$ cat src/design/sis_pkg.sv
// ----------------------------------------------------------------------------
// sis_pkg: shared types and constants for the sorted index set engine
// Holds the key store geometry, function and status codes, and the word
// layouts on both channels and on the internal queue.
// ----------------------------------------------------------------------------
package sis_pkg;

    localparam int CAPACITY = 1024;
    localparam int KEY_W    = 32;
    localparam int ADDR_W   = $clog2(CAPACITY);
    localparam int CNT_W    = $clog2(CAPACITY + 1);
    localparam int FUNC_W   = 3;
    localparam int STAT_W   = 2;
    localparam int NREG     = 2;
    localparam int CFGI_W   = $clog2(NREG);

    localparam logic [KEY_W-1:0] NONE_VALUE  = {KEY_W{1'b1}};
    localparam logic [KEY_W-1:0] RANGE_HI_RST = {{(KEY_W-1){1'b1}}, 1'b0};

    // function codes
    localparam logic [FUNC_W-1:0] FN_ADD   = 3'd0;
    localparam logic [FUNC_W-1:0] FN_REM   = 3'd1;
    localparam logic [FUNC_W-1:0] FN_CON   = 3'd2;
    localparam logic [FUNC_W-1:0] FN_NG    = 3'd3;
    localparam logic [FUNC_W-1:0] FN_NL    = 3'd4;
    localparam logic [FUNC_W-1:0] FN_FIRST = 3'd5;
    localparam logic [FUNC_W-1:0] FN_LAST  = 3'd6;

    // status codes
    localparam logic [STAT_W-1:0] ST_OK    = 2'd0;
    localparam logic [STAT_W-1:0] ST_RANGE = 2'd1;
    localparam logic [STAT_W-1:0] ST_FULL  = 2'd2;

    // configuration register indexes
    localparam logic [CFGI_W-1:0] REG_RANGE_LOW  = 1'b0;
    localparam logic [CFGI_W-1:0] REG_RANGE_HIGH = 1'b1;

    typedef struct packed {
        logic [FUNC_W-1:0] func;
        logic [KEY_W-1:0]  key;
    } req_t;

    typedef struct packed {
        logic              found;
        logic [KEY_W-1:0]  value;
        logic [STAT_W-1:0] status;
        logic [CNT_W-1:0]  entry_count;
    } rsp_t;

    // queue word between front and back
    typedef struct packed {
        logic [FUNC_W-1:0] func;
        logic [KEY_W-1:0]  key;
        logic              in_range;
    } cmd_t;

endpackage

$ cat src/design/sis_front.sv
// ----------------------------------------------------------------------------
// sis_front: request intake and range classification
// Holds the range registers, tags each request word with its range check
// and buffers it in a two-entry queue toward the back end.
// ----------------------------------------------------------------------------
module sis_front (
    input  logic                       clk,
    input  logic                       rst_n,
    input  logic                       cfg_we,
    input  logic [sis_pkg::CFGI_W-1:0] cfg_index,
    input  logic [sis_pkg::KEY_W-1:0]  cfg_data,
    input  logic                       req_valid,
    output logic                       req_ready,
    input  sis_pkg::req_t              req_word,
    output logic                       cmd_valid,
    input  logic                       cmd_ready,
    output sis_pkg::cmd_t              cmd_word
);
    import sis_pkg::*;

    logic [KEY_W-1:0] lo_reg, hi_reg;
    logic [KEY_W-1:0] eff_hi;
    logic             in_range;
    cmd_t             q_reg [2];
    logic             wp_reg, rp_reg;
    logic [1:0]       cnt_reg;
    logic             push, pop;

    always_ff @(posedge clk or negedge rst_n)
    begin
        if (!rst_n)
        begin
            lo_reg <= '0;
            hi_reg <= RANGE_HI_RST;
        end
        else if (cfg_we)
        begin
            case (cfg_index)
                REG_RANGE_LOW:  lo_reg <= cfg_data;
                REG_RANGE_HIGH: hi_reg <= cfg_data;
                default: ;
            endcase
        end
    end

    // normalize the upper bound
    always_comb
    begin
        if (hi_reg > lo_reg)
        begin
            eff_hi = (hi_reg == NONE_VALUE) ? hi_reg - KEY_W'(1) : hi_reg;
        end
        else
        begin
            eff_hi = lo_reg;
        end
    end

    assign in_range  = (req_word.key >= lo_reg) && (req_word.key <= eff_hi);
    assign req_ready = (cnt_reg != 2'd2);
    assign push      = req_valid && req_ready;
    assign cmd_valid = (cnt_reg != 2'd0);
    assign pop       = cmd_valid && cmd_ready;
    assign cmd_word  = q_reg[rp_reg];

    always_ff @(posedge clk)
    begin
        if (push)
        begin
            q_reg[wp_reg] <= '{func: req_word.func, key: req_word.key, in_range: in_range};
        end
    end

    always_ff @(posedge clk or negedge rst_n)
    begin
        if (!rst_n)
        begin
            wp_reg  <= 1'b0;
            rp_reg  <= 1'b0;
            cnt_reg <= 2'd0;
        end
        else
        begin
            if (push)
            begin
                wp_reg <= ~wp_reg;
            end
            if (pop)
            begin
                rp_reg <= ~rp_reg;
            end
            cnt_reg <= cnt_reg + {1'b0, push} - {1'b0, pop};
        end
    end

    a_cnt_bound: assert property (@(posedge clk) disable iff (!rst_n)
        cnt_reg != 2'd3) else $error("queue count out of bounds");
    a_ptr_gap: assert property (@(posedge clk) disable iff (!rst_n)
        (cnt_reg == 2'd1) |-> (wp_reg != rp_reg)) else $error("queue pointers disagree");
    a_full_ptrs: assert property (@(posedge clk) disable iff (!rst_n)
        (cnt_reg == 2'd2 || cnt_reg == 2'd0) |-> (wp_reg == rp_reg))
        else $error("queue pointers disagree with count");

endmodule

$ cat config.mk
export PLATFORM = sky130hd
export DESIGN_NAME = sis_front
export DESIGN_NICKNAME = d
export VERILOG_FILES = /design/src/design/sis_pkg.sv /design/src/design/sis_front.sv
export SDC_FILE = /design/constraint.sdc
export NUM_CORES = 1
export LEC_CHECK = 0
export ABC_AREA = 1
export BUFFER_PORTS_ARGS = -buffer_cell sky130_fd_sc_hd__buf_4
export CAP_MARGIN = 10
export CORE_ASPECT_RATIO = 1.5
export CORE_MARGIN = 2
export CORE_UTILIZATION = 65
export CTS_BUF_LIST = sky130_fd_sc_hd__clkbuf_8
export DETAILED_ROUTE_END_ITERATION = 12
export PLACE_DENSITY = 0.95
export SLEW_MARGIN = 30
export SYNTH_ARGS = -nofsm -noshare
export SYNTH_HDL_FRONTEND = slang
export SYNTH_SLANG_ARGS = --single-unit
$ cat constraint.sdc
create_clock -name clk -period 6.37 [get_ports clk]
set_input_delay 1.5925 -clock clk [delete_from_list [all_inputs] [get_ports clk]]
set_output_delay 1.5925 -clock clk [all_outputs]
set_load 0.1 [all_outputs]
==> parameters.txt <==
Parameter                              Value

Logic synthesis
  Dominant combinational cell family by area after synthesis    simple AND/OR/NAND/NOR gates
  Post-synthesis instance total    936
  Parity-gate share of the synthesized area counting xor and xnor cells    0.317%
  Warning count from the yosys run    0
  FF+latch count, synth    between 100 and 150
  Number of distinct library cells after synthesis    35
  Share of synthesized area occupied by flip-flops and latches    47.0%
  Post-synthesis compound-gate area fraction    9.09%
  Cell Area, Synth    approximately 8300 um^2
  Post-synthesis share of cell area spent on full adders, half adders and majority gates    15.1%
  Simple logic cell fraction of the synthesized area    21.0%
  Proportion of synthesized area in mux cells    0%
  Post-synth net total    ~1.1k
  Mapped Avg Cell Area    just under 9 um^2

Placement
  Placed cell count    1180
  Half-perimeter wire length after placement    approximately 14000 um
  Routability congestion estimate from global placement    0.908
  Post-place instance area    ~9000 um^2
  Number of port buffers    110

Final layout
  Diode insertion count for antenna repair    0
  Most frequent cells in the layout    322 x sky130_fd_sc_hd__nand2_1, 114 x sky130_fd_sc_hd__inv_1, 113 x sky130_fd_sc_hd__buf_4
  Max FFs per register    72
  Fraction of layout cells with a size suffix above 1    20.4%
  Area growth from synthesis to layout    15.8%
  Commonest non-fill, non-tap cell in the layout    sky130_fd_sc_hd__nand2_1
  Final Non-Filler Cells    1212
  Final core utilization    77.2%
  Final non-filler cell area    just under 10000 um^2
  Net count of the finished layout    roughly 1.2k

Route
  Aggregate routed wire length    19400 um
  Wire length on met1    7060 um
  Starting DRT DRC Count    531
  Uppermost metal layer occupied by signal nets    met4
  DRC    0
  Met3 layer wire length in the routed design    around 1200 um
  Number of iterations in the first detailed-routing pass    8
  DR vias    6905
  Vias per Instance    5.70
  Count of antenna-violating nets left after detailed routing    0
  Final routed wire length divided by cell count    16.0 um
  Total met2 wirelength after detailed routing    9970 um

Critical path
  Kind of critical path    register to register
  CP startpoint    lo_reg[20]$_DFFE_PN0P_
  Reg2reg start    lo_reg[20]$_DFFE_PN0P_
  Critical path's top delay family    simple AND/OR/NAND/NOR gates
  Worst path most repeated cell    sky130_fd_sc_hd__nand2_1
  Buf/Inv on CP    3
  Largest stage delay on the critical path    around 600 ps
  CP Capture Type    register
  Cell-by-cell listing of the critical path    inv_1 > ha_1 > nand2_1 > nor2_2 > nand4_2 > nor2_4 > nand4_4 > nand2_4 > nand2_1 > nand2_1 > inv_1 > ha_1 > nand2_1 > nor2_1 > nand2_1 > nor4_1 > nand2_1 > nand2_1 > nand2_1 > nand2_1 > inv_1
  Library cell contributing the largest single delay on the critical path    sky130_fd_sc_hd__nand2_4
  CP Data Arrival Time    between 4000 and 5000 ps
  Kind of start point of the critical path    register
  Highest fanout seen on the critical path    45
  Required time worst endpoint    roughly 6600 ps

Job
  Maximum capacitance violations    0

Floorplanning
  Row Count    50
  Die X    just under 100 um
  I/O Pins    between 100 and 150
  Die area    13700 um^2
  Overall die height    ~140 um
  Std-Cell Core Area    roughly 12000 um^2
  Initial standard-cell utilization of the core    about two thirds

Clock network
  Setup fix buffers added after clock tree synthesis    0
  Post-cts gate resize count    0
  Clock buffers created by TritonCTS    17
  H-Tree Depth    4
  Clock tree from TritonCTS    done
  Number of buffers on the longest clock path    2
  Clock latency at the later pin of the worst-skew pair    460 ps
  Clock sink count    140
  Count of hold buffers inserted by post-cts repair    0
  Clk pin slew, worst setup/hold paths    80 ps
  Library cell used as clock root buffer    sky130_fd_sc_hd__clkbuf_8

Global route
  Pin count of the biggest net entering global routing    69
  Number of antenna violations at the first check in global routing    0
  Number of global-route vias before repair    7060
  Global-route wire length before repair    31600 um
  GRT Total Usage    30.2%
  Gr ovfl total    0

Timing
  RSZ-0062 raised after global routing    no
  Fin. max-slew vios    0
  Post-layout min period    4240 ps
  Final period util    66.6%
  Min Hold Slack    between 400 and 500 ps
  Worst-case clock skew    12.7 ps
  Final count of negative-setup-slack endpoints    0
  Tightest Pin Transition    872 ps
  Final number of hold-violating endpoints    0
  Highest clock frequency the design can meet    236 MHz
  Setup tns final    0 ps
  Max transition margin    41.9%

Status
  Status    finished clean

Power and ir drop
  Worst VDD drop    0.000283 V
  Power Dens Cells    430 nW/um^2
  Cell leakage power    0.00480 uW

Min path
  Kind of path behind the tightest hold check    register to register
  Beginning of the worst hold path    lo_reg[13]$_DFFE_PN0P_
## power by group
group / switching (uW) / internal, uW / leakage, uW / total (uW)
logic: 1660 / 521 / 0.00316 / 2180
clock network: 384 / 324 / 0.000192 / 708
registers: 87.6 / 1160 / 0.00145 / 1250
## stage by stage
stage / power, uW / setup slack, ps
floorplan: 2930 / 2660
global placement: 3330 / 2380
detailed placement: 3420 / 2280
CTS: 4140 / 2220
global route: 4360 / 1900
finish: 4140 / 2130
## routing by layer
metal / track usage [%] / vias up
met5: 0 / -
met4: 20.5 / 0
met3: 6.30 / 101
met2: 51.1 / 311
met1: 33.2 / 3203
li1: - / 3290
## final timing paths
kind	endpoint	slack, ps	cells past startpoint
worst max register to register	q_reg[0][0]$_DFFE_PP_	2130	21
worst min-delay path	lo_reg[13]$_DFFE_PN0P_	490	2
worst max-delay path	q_reg[0][0]$_DFFE_PP_	2130	21
worst min register to register	lo_reg[13]$_DFFE_PN0P_	490	2
min in group asynchronous	lo_reg[4]$_DFFE_PN0P_	1230	1
max in group asynchronous	lo_reg[16]$_DFFE_PN0P_	4560	1
## worst reg2reg max path, cell delays in order, from the launching register on
cell,delay [ps]
sky130_fd_sc_hd__dfrtp_1,380
sky130_fd_sc_hd__inv_1,90
sky130_fd_sc_hd__ha_1,300
sky130_fd_sc_hd__nand2_1,80
sky130_fd_sc_hd__nor2_2,150
sky130_fd_sc_hd__nand4_2,140
sky130_fd_sc_hd__nor2_4,160
sky130_fd_sc_hd__nand4_4,370
sky130_fd_sc_hd__nand2_4,610
sky130_fd_sc_hd__nand2_1,130
sky130_fd_sc_hd__nand2_1,90
sky130_fd_sc_hd__inv_1,40
sky130_fd_sc_hd__ha_1,280
sky130_fd_sc_hd__nand2_1,80
sky130_fd_sc_hd__nor2_1,140
sky130_fd_sc_hd__nand2_1,120
sky130_fd_sc_hd__nor4_1,500
sky130_fd_sc_hd__nand2_1,120
sky130_fd_sc_hd__nand2_1,80
sky130_fd_sc_hd__nand2_1,40
sky130_fd_sc_hd__nand2_1,50
sky130_fd_sc_hd__inv_1,40
## cell families (layout without fill, tap and decap cells)
family	count (synthesis)	in the layout
adder cells (fa/ha/maj)	100	100
AND/OR/NAND/NOR	412	412
AO/OA/AOI/OAI	138	138
flip-flops	140	140
buffers and inverters	143	263
XOR/XNOR	3	3
## synthesized netlist by cell type
library cell               number  area, um^2
sky130_fd_sc_hd__nand2_1      322        1210
sky130_fd_sc_hd__inv_1        114         428
sky130_fd_sc_hd__ha_1         100        1250
sky130_fd_sc_hd__o21ai_0       78         390
sky130_fd_sc_hd__edfxtp_1      72        2160
sky130_fd_sc_hd__a21oi_1       41         205
sky130_fd_sc_hd__dfrtp_1       37         926
sky130_fd_sc_hd__dfstp_2       31         815
sky130_fd_sc_hd__nor2_1        31         116
sky130_fd_sc_hd__nand3_1       24         120
sky130_fd_sc_hd__clkbuf_1      16        60.1
sky130_fd_sc_hd__o21ai_2       13         114
sky130_fd_sc_hd__nand4_1        9        56.3
sky130_fd_sc_hd__nand3_2        8        80.1
sky130_fd_sc_hd__buf_6          5        56.3
sky130_fd_sc_hd__nor3_1         5        25.0
sky130_fd_sc_hd__a21o_1         3        22.5
sky130_fd_sc_hd__buf_1          3        11.3
sky130_fd_sc_hd__buf_12         3        60.1
sky130_fd_sc_hd__inv_2          2        7.51
sky130_fd_sc_hd__nand2_4        2        22.5
sky130_fd_sc_hd__nand4_2        2        25.0
sky130_fd_sc_hd__nor2_2         2        12.5
sky130_fd_sc_hd__xnor2_1        2        17.5
sky130_fd_sc_hd__a21oi_2        1        8.76
sky130_fd_sc_hd__a31oi_1        1        6.26
sky130_fd_sc_hd__nand2_2        1        6.26
sky130_fd_sc_hd__nand3b_1       1        7.51
sky130_fd_sc_hd__nand4_4        1        21.3
sky130_fd_sc_hd__nor2_4         1        11.3
sky130_fd_sc_hd__nor3_4         1        16.3
sky130_fd_sc_hd__nor4_1         1        6.26
sky130_fd_sc_hd__o21a_1         1        7.51
sky130_fd_sc_hd__or2_2          1        6.26
sky130_fd_sc_hd__xor2_1         1        8.76
## layout make-up
| class | instances | area [um^2] |
|---|---|---|
| multi-input cells | 653 | 3790 |
| clock buffers | 17 | 234 |
| clock inverters | 15 | 155 |
| inverters | 116 | 435 |
| flip-flops and latches | 140 | 3900 |
| repair buffers | 115 | 903 |
| well taps | 156 | 195 |
| fillers | 793 | 2840 |
No activity file was read; power rests on OpenSTA's default activity.
